[src/sv/enpc_pkg.sv]
`default_nettype none
package enpc_pkg;
    localparam int TAPS      = 32;
    localparam int IDX_W     = 5;
    localparam int CNT_W     = 6;
    localparam int SAMPLE_W  = 16;
    localparam int POS_W     = 16;
    localparam int AVG_W     = 16;
    localparam int WSUM_W    = SAMPLE_W + IDX_W;
    localparam int ACC_W     = 2 * SAMPLE_W + IDX_W;
    localparam int CFG_W     = 6;
    localparam logic [POS_W-1:0] POS_MAX = '1;

    localparam logic CMD_TAP    = 1'b0;
    localparam logic CMD_SAMPLE = 1'b1;

    localparam logic CFG_PEAK_BIN  = 1'b0;
    localparam logic CFG_TAP_COUNT = 1'b1;

    typedef enum logic [1:0] {
        S_IDLE,
        S_ACC,
        S_DIV,
        S_EMIT
    } t_state;
endpackage
`default_nettype wire

[src/sv/enpc_in_if.sv]
`default_nettype none
interface enpc_in_if;
    logic        valid;
    logic        ready;
    logic        cmd;
    logic [4:0]  tap_index;
    logic [15:0] tap_value;
    logic [15:0] sample_value;
    logic        last;
    modport source (output valid, cmd, tap_index, tap_value, sample_value, last,
                    input ready);
    modport sink (input valid, cmd, tap_index, tap_value, sample_value, last,
                  output ready);
endinterface
`default_nettype wire

[src/sv/enpc_out_if.sv]
`default_nettype none
interface enpc_out_if;
    logic        valid;
    logic        ready;
    logic [15:0] average;
    logic [15:0] position;
    logic        last_of_run;
    modport source (output valid, average, position, last_of_run, input ready);
    modport sink (input valid, average, position, last_of_run, output ready);
endinterface
`default_nettype wire

[src/sv/enpc_cell.sv]
`default_nettype none
// One tap position: holds a pulse tap and one waveform sample, passes the
// sample on to the next older cell on every shift.
module enpc_cell (
    input  wire logic                          i_clk,
    input  wire logic                          i_shift,
    input  wire logic [enpc_pkg::SAMPLE_W-1:0] i_sample,
    input  wire logic                          i_tap_we,
    input  wire logic [enpc_pkg::SAMPLE_W-1:0] i_tap,
    output logic      [enpc_pkg::SAMPLE_W-1:0] o_sample,
    output logic      [enpc_pkg::SAMPLE_W-1:0] o_tap
);
    logic [enpc_pkg::SAMPLE_W-1:0] r_sample;
    logic [enpc_pkg::SAMPLE_W-1:0] r_tap;

    always_ff @(posedge i_clk) begin
        if (i_shift) begin
            r_sample <= i_sample;
        end
        if (i_tap_we) begin
            r_tap <= i_tap;
        end
    end

    assign o_sample = r_sample;
    assign o_tap    = r_tap;
endmodule
`default_nettype wire

[src/sv/enpc_div.sv]
`default_nettype none
// Restoring divider, one quotient bit a cycle. The quotient is known to fit
// in AVG_W bits, so only the low AVG_W steps are run.
module enpc_div (
    input  wire logic                        i_clk,
    input  wire logic                        i_rst_n,
    input  wire logic                        i_start,
    input  wire logic [enpc_pkg::ACC_W-1:0]  i_dividend,
    input  wire logic [enpc_pkg::WSUM_W-1:0] i_divisor,
    output logic                             o_done,
    output logic      [enpc_pkg::AVG_W-1:0]  o_quot
);
    logic [enpc_pkg::WSUM_W-1:0] r_rem;
    logic [enpc_pkg::AVG_W-1:0]  r_lo;
    logic [enpc_pkg::WSUM_W-1:0] r_div;
    logic [4:0]                  r_cnt;
    logic                        r_busy;
    logic                        r_done;
    logic [enpc_pkg::WSUM_W+1:0] diff;
    logic                        ge;
    logic [enpc_pkg::WSUM_W-1:0] n_rem;

    always_comb begin
        diff  = {1'b0, r_rem, r_lo[enpc_pkg::AVG_W-1]} - {2'b0, r_div};
        ge    = ~diff[enpc_pkg::WSUM_W+1];
        n_rem = ge ? diff[enpc_pkg::WSUM_W-1:0]
                   : {r_rem[enpc_pkg::WSUM_W-2:0], r_lo[enpc_pkg::AVG_W-1]};
    end

    always_ff @(posedge i_clk) begin
        if (!i_rst_n) begin
            r_busy <= 1'b0;
            r_done <= 1'b0;
            r_cnt  <= '0;
        end else begin
            r_done <= 1'b0;
            if (i_start) begin
                r_busy <= 1'b1;
                r_cnt  <= '0;
            end else if (r_busy) begin
                r_cnt <= r_cnt + 5'd1;
                if (r_cnt == 5'(enpc_pkg::AVG_W - 1)) begin
                    r_busy <= 1'b0;
                    r_done <= 1'b1;
                end
            end
        end
    end

    always_ff @(posedge i_clk) begin
        if (i_start) begin
            r_rem <= i_dividend[enpc_pkg::ACC_W-1:enpc_pkg::AVG_W];
            r_lo  <= i_dividend[enpc_pkg::AVG_W-1:0];
            r_div <= i_divisor;
        end else if (r_busy) begin
            r_rem <= n_rem;
            r_lo  <= {r_lo[enpc_pkg::AVG_W-2:0], ge};
        end
    end

    assign o_done = r_done;
    // zero weight: no tap was used, the average is zero
    assign o_quot = (r_div == '0) ? '0 : r_lo;
endmodule
`default_nettype wire

[src/sv/edge_normalized_pulse_convolution_top.sv]
`default_nettype none
// Channel  | Dir | Handshake     | Transaction payload
// i_in     | in  | valid / ready | cmd, tap_index, tap_value, sample_value, last
// o_out    | out | valid / ready | average, position, last_of_run
// i_cfg_*  | in  | write enable  | i_cfg_idx (0 peak_bin, 1 tap_count), i_cfg_data
//
// A sample that yields a result runs the tap sweep through the cell row (one
// shared 16x16 multiplier, one tap a cycle, plus a drain step for the
// registered product), then the bit-serial divider, then loads the output
// register. A last sample yields up to peak_bin+1 results.
// Reset is synchronous, active low; it clears control state and sets
// tap_count to 1. Taps and samples are not cleared.
// A stalled output holds the sweep in the emit state; once the final result
// sits in the output register, the next input transaction is accepted.
module edge_normalized_pulse_convolution_top (
    input  wire logic                       i_clk,
    input  wire logic                       i_rst_n,
    enpc_in_if.sink                         i_in,
    enpc_out_if.source                      o_out,
    input  wire logic                       i_cfg_we,
    input  wire logic                       i_cfg_idx,
    input  wire logic [enpc_pkg::CFG_W-1:0] i_cfg_data
);
    localparam int SW = enpc_pkg::SAMPLE_W;

    enpc_pkg::t_state r_state;
    enpc_pkg::t_state n_state;

    logic [enpc_pkg::IDX_W-1:0] r_peak;
    logic [enpc_pkg::CNT_W-1:0] r_tap_count;
    logic [enpc_pkg::POS_W-1:0] r_count;
    logic [enpc_pkg::POS_W-1:0] r_n;
    logic [enpc_pkg::IDX_W-1:0] r_m;
    logic                       r_flush;
    logic [enpc_pkg::CNT_W-1:0] r_j;
    logic [2*SW-1:0]            r_prod;
    logic [enpc_pkg::ACC_W-1:0] r_acc;
    logic [enpc_pkg::WSUM_W-1:0] r_wsum;

    logic                       r_ovalid;
    logic [enpc_pkg::AVG_W-1:0] r_avg;
    logic [enpc_pkg::POS_W-1:0] r_pos;
    logic                       r_olast;

    // cell row
    logic [SW-1:0] cell_sample [enpc_pkg::TAPS];
    logic [SW-1:0] cell_tap    [enpc_pkg::TAPS];
    logic [SW-1:0] chain_in    [enpc_pkg::TAPS];

    logic in_acc;
    logic shift;
    logic emit_go;
    logic div_start;
    logic div_done;
    logic [enpc_pkg::AVG_W-1:0] div_quot;

    logic [enpc_pkg::CNT_W-1:0] taps_used;
    logic [enpc_pkg::IDX_W-1:0] age;
    logic                       use_tap;
    logic [SW-1:0]              sel_tap;
    logic [SW-1:0]              sel_sample;
    logic [enpc_pkg::IDX_W-1:0] m_start;
    logic                       has_result;

    // state machine outputs
    always_comb begin
        i_in.ready = (r_state == enpc_pkg::S_IDLE);
        emit_go    = (r_state == enpc_pkg::S_EMIT) && (!r_ovalid || o_out.ready);
        div_start  = (r_state == enpc_pkg::S_ACC) && (r_j == enpc_pkg::CNT_W'(enpc_pkg::TAPS));
    end

    assign in_acc = i_in.valid && i_in.ready;
    assign shift  = in_acc && (i_in.cmd == enpc_pkg::CMD_SAMPLE);

    always_comb begin
        m_start    = (r_count >= enpc_pkg::POS_W'(r_peak)) ? '0
                   : r_peak - r_count[enpc_pkg::IDX_W-1:0];
        has_result = i_in.last || (r_count >= enpc_pkg::POS_W'(r_peak));
    end

    // next state
    always_comb begin
        n_state = r_state;
        case (r_state)
            enpc_pkg::S_IDLE: begin
                if (shift && has_result) begin
                    n_state = enpc_pkg::S_ACC;
                end
            end
            enpc_pkg::S_ACC: begin
                if (div_start) begin
                    n_state = enpc_pkg::S_DIV;
                end
            end
            enpc_pkg::S_DIV: begin
                if (div_done) begin
                    n_state = enpc_pkg::S_EMIT;
                end
            end
            enpc_pkg::S_EMIT: begin
                if (emit_go) begin
                    n_state = (r_flush && r_m != r_peak) ? enpc_pkg::S_ACC
                                                         : enpc_pkg::S_IDLE;
                end
            end
            default: n_state = enpc_pkg::S_IDLE;
        endcase
    end

    always_ff @(posedge i_clk) begin
        if (!i_rst_n) begin
            r_state <= enpc_pkg::S_IDLE;
        end else begin
            r_state <= n_state;
        end
    end

    // configuration
    always_ff @(posedge i_clk) begin
        if (!i_rst_n) begin
            r_peak      <= '0;
            r_tap_count <= enpc_pkg::CNT_W'(1);
        end else if (i_cfg_we) begin
            case (i_cfg_idx)
                enpc_pkg::CFG_PEAK_BIN:  r_peak      <= i_cfg_data[enpc_pkg::IDX_W-1:0];
                enpc_pkg::CFG_TAP_COUNT: r_tap_count <= i_cfg_data;
                default: ;
            endcase
        end
    end

    // position counter: saturate, clear after the final sample
    always_ff @(posedge i_clk) begin
        if (!i_rst_n) begin
            r_count <= '0;
        end else if (shift) begin
            if (i_in.last) begin
                r_count <= '0;
            end else if (r_count != enpc_pkg::POS_MAX) begin
                r_count <= r_count + enpc_pkg::POS_W'(1);
            end
        end
    end

    genvar g;
    generate
        for (g = 0; g < enpc_pkg::TAPS; g++) begin : g_cell
            if (g == 0) begin : g_head
                assign chain_in[g] = i_in.sample_value;
            end else begin : g_link
                assign chain_in[g] = cell_sample[g-1];
            end
            enpc_cell u_cell (
                .i_clk    (i_clk),
                .i_shift  (shift),
                .i_sample (chain_in[g]),
                .i_tap_we (in_acc && (i_in.cmd == enpc_pkg::CMD_TAP)
                           && (i_in.tap_index == enpc_pkg::IDX_W'(g))),
                .i_tap    (i_in.tap_value),
                .o_sample (cell_sample[g]),
                .o_tap    (cell_tap[g])
            );
        end
    endgenerate

    // tap sweep: select tap j and the sample it meets for this bin
    always_comb begin
        taps_used  = (r_tap_count > enpc_pkg::CNT_W'(enpc_pkg::TAPS))
                   ? enpc_pkg::CNT_W'(enpc_pkg::TAPS) : r_tap_count;
        age        = r_j[enpc_pkg::IDX_W-1:0] - r_m;
        use_tap    = (r_j < taps_used) && (r_j[enpc_pkg::IDX_W-1:0] >= r_m)
                     && (enpc_pkg::POS_W'(age) <= r_n);
        sel_tap    = cell_tap[r_j[enpc_pkg::IDX_W-1:0]];
        sel_sample = cell_sample[age];
    end

    always_ff @(posedge i_clk) begin
        if (shift) begin
            r_n     <= r_count;
            r_m     <= m_start;
            r_flush <= i_in.last;
            r_j     <= '0;
            r_prod  <= '0;
            r_acc   <= '0;
            r_wsum  <= '0;
        end else if (r_state == enpc_pkg::S_ACC && !div_start) begin
            r_j    <= r_j + enpc_pkg::CNT_W'(1);
            r_prod <= use_tap ? sel_tap * sel_sample : '0;
            r_acc  <= r_acc + enpc_pkg::ACC_W'(r_prod);
            r_wsum <= r_wsum + (use_tap ? enpc_pkg::WSUM_W'(sel_tap) : '0);
        end else if (emit_go) begin
            // advance to the next flushed bin
            r_m    <= r_m + enpc_pkg::IDX_W'(1);
            r_j    <= '0;
            r_prod <= '0;
            r_acc  <= '0;
            r_wsum <= '0;
        end
    end

    enpc_div u_div (
        .i_clk      (i_clk),
        .i_rst_n    (i_rst_n),
        .i_start    (div_start),
        .i_dividend (r_acc + enpc_pkg::ACC_W'(r_prod)),
        .i_divisor  (r_wsum),
        .o_done     (div_done),
        .o_quot     (div_quot)
    );

    // output register
    always_ff @(posedge i_clk) begin
        if (!i_rst_n) begin
            r_ovalid <= 1'b0;
        end else if (emit_go) begin
            r_ovalid <= 1'b1;
        end else if (o_out.ready) begin
            r_ovalid <= 1'b0;
        end
    end

    always_ff @(posedge i_clk) begin
        if (emit_go) begin
            r_avg   <= div_quot;
            r_pos   <= r_n + enpc_pkg::POS_W'(r_m) - enpc_pkg::POS_W'(r_peak);
            r_olast <= r_flush && (r_m == r_peak);
        end
    end

    assign o_out.valid       = r_ovalid;
    assign o_out.average     = r_avg;
    assign o_out.position    = r_pos;
    assign o_out.last_of_run = r_olast;
endmodule
`default_nettype wire
[src/flat_wrapper.sv]
// flat-port wrapper written by rule: the top's interface ports become plain ports
module edge_normalized_pulse_convolution_top_flat 
  (i_clk, i_rst_n, i_cfg_we, i_cfg_idx, i_cfg_data, i_in_valid, i_in_cmd, i_in_tap_index, i_in_tap_value, i_in_sample_value, i_in_last, i_in_ready, o_out_valid, o_out_average, o_out_position, o_out_last_of_run, o_out_ready);
  enpc_in_if i_in_i ();
  enpc_out_if o_out_i ();
  input  wire logic i_clk;
  input  wire logic i_rst_n;
  input  wire logic i_cfg_we;
  input  wire logic i_cfg_idx;
  input  wire logic [enpc_pkg::CFG_W-1:0] i_cfg_data;
  input wire logic [$bits(i_in_i.valid)-1:0] i_in_valid;
  input wire logic [$bits(i_in_i.cmd)-1:0] i_in_cmd;
  input wire logic [$bits(i_in_i.tap_index)-1:0] i_in_tap_index;
  input wire logic [$bits(i_in_i.tap_value)-1:0] i_in_tap_value;
  input wire logic [$bits(i_in_i.sample_value)-1:0] i_in_sample_value;
  input wire logic [$bits(i_in_i.last)-1:0] i_in_last;
  output wire logic [$bits(i_in_i.ready)-1:0] i_in_ready;
  output wire logic [$bits(o_out_i.valid)-1:0] o_out_valid;
  output wire logic [$bits(o_out_i.average)-1:0] o_out_average;
  output wire logic [$bits(o_out_i.position)-1:0] o_out_position;
  output wire logic [$bits(o_out_i.last_of_run)-1:0] o_out_last_of_run;
  input wire logic [$bits(o_out_i.ready)-1:0] o_out_ready;
  assign i_in_i.valid = i_in_valid;
  assign i_in_i.cmd = i_in_cmd;
  assign i_in_i.tap_index = i_in_tap_index;
  assign i_in_i.tap_value = i_in_tap_value;
  assign i_in_i.sample_value = i_in_sample_value;
  assign i_in_i.last = i_in_last;
  assign i_in_ready = i_in_i.ready;
  assign o_out_valid = o_out_i.valid;
  assign o_out_average = o_out_i.average;
  assign o_out_position = o_out_i.position;
  assign o_out_last_of_run = o_out_i.last_of_run;
  assign o_out_i.ready = o_out_ready;
  edge_normalized_pulse_convolution_top u_core (.i_clk(i_clk), .i_rst_n(i_rst_n), .i_in(i_in_i), .o_out(o_out_i), .i_cfg_we(i_cfg_we), .i_cfg_idx(i_cfg_idx), .i_cfg_data(i_cfg_data));
endmodule
[config.mk]
export PLATFORM = sky130hd
export DESIGN_NAME = edge_normalized_pulse_convolution_top_flat
export DESIGN_NICKNAME = d
export VERILOG_FILES = /design/src/sv/enpc_pkg.sv /design/src/sv/enpc_in_if.sv /design/src/sv/enpc_out_if.sv /design/src/sv/enpc_cell.sv /design/src/sv/enpc_div.sv /design/src/sv/edge_normalized_pulse_convolution_top.sv /design/src/flat_wrapper.sv
export SDC_FILE = /design/constraint.sdc
export NUM_CORES = 2
export LEC_CHECK = 0
export ABC_CLOCK_PERIOD_IN_PS = 21800
export BUFFER_PORTS_ARGS = -buffer_cell sky130_fd_sc_hd__clkbuf_2
export CORE_MARGIN = 3
export CORE_UTILIZATION = 65
export CTS_BUF_LIST = sky130_fd_sc_hd__clkbuf_8
export CTS_CLUSTER_DIAMETER = 150
export DETAILED_ROUTE_END_ITERATION = 12
export PLACE_DENSITY = 0.83
export SLEW_MARGIN = 20
export SYNTH_ARGS = -nofsm -noshare
export SYNTH_HDL_FRONTEND = slang
export SYNTH_SLANG_ARGS = --single-unit
[constraint.sdc]
create_clock -name i_clk -period 21.8 [get_ports i_clk]
set_clock_uncertainty 0.15 [all_clocks]
set_input_delay 0 -clock i_clk [delete_from_list [all_inputs] [get_ports i_clk]]
set_output_delay 0 -clock i_clk [all_outputs]
set_load 0.01 [all_outputs]
==> reports/results.tsv <==
stage	metric	value	unit
sta	fmax	92.3	MHz
floorplan	die_width	315	µm
clocking	cts_tree	yes	
clocking	cts_sinks	1270	
placed_design	place_congestion	0.880	
sta	fin_crit	10830	ps
floorplan	num_rows	112	
placed_design	dpl_cell_area	63900	µm²
synthesis	synth-compound-area-share	5.20	%
layout	regArea	36800	µm²
drt	drc	0	
synthesis	synth-adder-area-share	11.3	%
synthesis	yosys.area.top_type	edfxtp_1	
floorplan	dieArea	99100	µm²
critical_path	crit_type	reg -> reg	
layout	area_delta_synth_final	10.7	%
synthesis	syn_inst	4069	
sta	fin_tns_setup	0	ps
synthesis	synthTopCellsByCount	edfxtp_1 (1,137), inv_1 (336), mux4_2 (318), nand2_1 (312), nor2_1 (250)	
floorplan	ios	86	
critical_path	worstPathBufferInverterCount	7	
synthesis	ys.flop_type	edfxtp_1	
floorplan	initial_utilization	66.0	%
synthesis	synth_top_family_by_area	multiplexers	
critical_path	critPathMaxFanout	64	
synthesis	syn_area	62000	µm²
layout	fillerInstances	5375	
clocking	root_buffer	clkbuf_8	
synthesis	syn-num-nets	4556	
synthesis	syn_avg_cell_area	15.2	µm²
sta	post-route-period-util	49.7	%
synthesis	synth_simple_gate_area_share	6.35	%
critical_path	crit_top_cell	fa_1	
critical_path	worstPathArrival	11430	ps
clocking	cts_setup_buffers	0	
synthesis	synth_top_area_share	55.1	%
drt	drt_first_pass_iters	7	
sta	maxSlewViolCount	0	
placed_design	numPortBuffers	85	
sta	tightest_slew	1060	ps
global_routing	grtUsageTotal	30.0	%
layout	final_util	73.1	%
synthesis	ys_ff_latch	1270	
synthesis	synthTopCellsByArea	edfxtp_1 (55%), mux4_2 (12%), fa_1 (6.6%), ha_1 (4.7%), dfxtp_1 (4.3%)	
drt	drt_wl_total	144000	µm
hold_path	hold_class	in -> reg	
sta	slew_headroom	27.8	%
synthesis	yosys_warnings	0	
critical_path	cp_data_required_time	22400	ps
synthesis	ys_seq_area_share	59.4	%
drt	via_count	36900	
floorplan	die_y	315	µm
global_routing	antenna_found_initial	2	
synthesis	synthArstFlopShare	0	%
synthesis	synth_edf_count	1137	
synthesis	ys_types	88	
critical_path	worst_setup_path_start_kind	register	
clocking	h-tree-depth	4	
global_routing	grt_pass1_vias	38100	
sta	grt_setup_unrepaired	no	
sta	setup_viol	0	
layout	final_area	68600	µm²
run	maxCapViolations	0	
critical_path	cp_slowest_stage_delay	1140	ps
global_routing	overflow	0	
drt	final_antenna_net_count	0	
layout	multi_input_area	23200	µm²
layout	drive_gt1_share	18.2	%
clocking	clk_path_buf_depth	3	
critical_path	endpoint_kind	register	
drt	drtIter0Drc	4091	
layout	fin_nets	4842	
clocking	clock_latency	900	ps
synthesis	synthMuxAreaShare	12.6	%
outcome	status	completed	
sta	hold_viol_final	0	
drt	wl_per_cell	25.0	µm
global_routing	grt_pass1_wl	224000	µm
global_routing	grt_max_degree	209	
synthesis	synth_xor_area_share	1.78	%
critical_path	critPathSlowestCell	fa_4	
drt	vias_per_cell	6.39	
floorplan	fp.coreArea	93900	µm²
clocking	clkSlewWorstSetupHoldPaths	70	ps
clocking	cts_made_buffers	193	
synthesis	synth.most_common_cell	edfxtp_1	
critical_path	crit_family	adder cells	
placed_design	dp_hpwl	91300	µm
through the flow:
stage / instances / hold slack [ps] / setup WS [ps]
finish: 5772 / 68.9 / 10970
global placement: 5317 / 26.6 / 11290
floorplan: 4069 / -51.1 / 4570
CTS: 5769 / 4.92 / 11010
global route: 5770 / 78.3 / 10580
detailed placement: 5317 / 28.6 / 11050
layout make-up:
type                            count  area share, %
Clock inverter                    158           1.48
Multi-Input combinational cell   2285           33.8
Sequential cell                  1270           53.7
Antenna cell                        3         0.0109
Clock buffer                      197           3.95
Tap cell                         1254           2.29
Timing Repair Buffer              253           2.87
Inverter                          352           1.94
routing by layer:
| layer | share of wire [%] | GRT usage, % | up-vias |
|---|---|---|---|
| li1 | - | - | 15800 |
| met1 | 38 | 40.0 | 18500 |
| met2 | 49 | 48.8 | 2184 |
| met3 | 9.4 | 6.78 | 391 |
| met4 | 3.6 | 11.6 | 0 |
| met5 | 0 | 0 | - |
placed cells by master, fill, tap and decap left out, types with 10 or more instances in the layout:
master         netlist  routed
nand2b_1            29      29
o21a_1              25      25
edfxtp_1          1137    1137
dlygate4sd3_1        0      97
a21oi_1            146     146
nand3_1             77      77
or3_1               17      17
clkinv_1             3      51
o21bai_1            14      14
nor2_1             250     245
dfxtp_1            133     128
and2_1              26      26
o21ai_0             83      83
clkbuf_8             0     197
mux4_2             318     318
clkbuf_2             0      85
nand2_1            312     311
a22oi_1             15      15
ha_1               232     231
a22o_1              19      19
mux2i_1             23      22
xnor2_1             78      76
a211oi_1            11      11
buf_4               12      68
xor2_1              46      46
inv_1              336     398
and3_1              15      15
fa_1               204     203
nand4_1             19      19
mux2_2              21      21
clkinv_2             0      19
inv_2               13      14
nor2b_1             57      57
o211ai_1            10      10
a21o_1              46      46
nor4_1              12      11
nor3_1              24      15
a31oi_1             18      18
sequential cells by signal, summed over array words and instances (netlist names), 21 cells and up:
register / count
u_core.r_prod: 32
u_core.g_cell.u_cell.o_tap: 512
u_core.u_div.r_rem: 21
u_core.g_cell.u_cell.o_sample: 512
u_core.r_wsum: 21
u_core.r_acc: 37
u_core.u_div.r_div: 21
final timing paths:
kind / start / to / slack, ps / depth (start not counted)
max: u_core.r_j[0] / u_core.r_prod[31] / 10970 / 29
min: i_cfg_we / u_core.r_tap_count[3] / 70 / 5
min reg2reg: u_core.g_cell[21].u_cell.o_sample[2] / u_core.g_cell[22].u_cell.o_sample[2] / 280 / 0
max reg2reg: u_core.r_j[0] / u_core.r_prod[31] / 10970 / 29
worst min-delay path: stages:
cell           delay, ps
dlygate4sd3_1        530
clkbuf_2             180
nand2_1              160
nand2_1              100
a21boi_0              70
what timing repair did:
item / in CTS / in global routing
setup endpoints to repair: 0 / 0
hold endpoints to repair: 1116 / 0
gates resized for setup: 0 / 0
hold buffers: 97 / 0
kinds of logic after synthesis:
group,count (synthesis)
simple gates,869
buf+inv,514
compound gates,481
mux,374
flops,1270
xor+xnor,125
fa+ha+maj,436
Power is left out: the tool's default activity adds up to more than one toggle a clock period on the data nets, which glitch-free logic cannot reach.
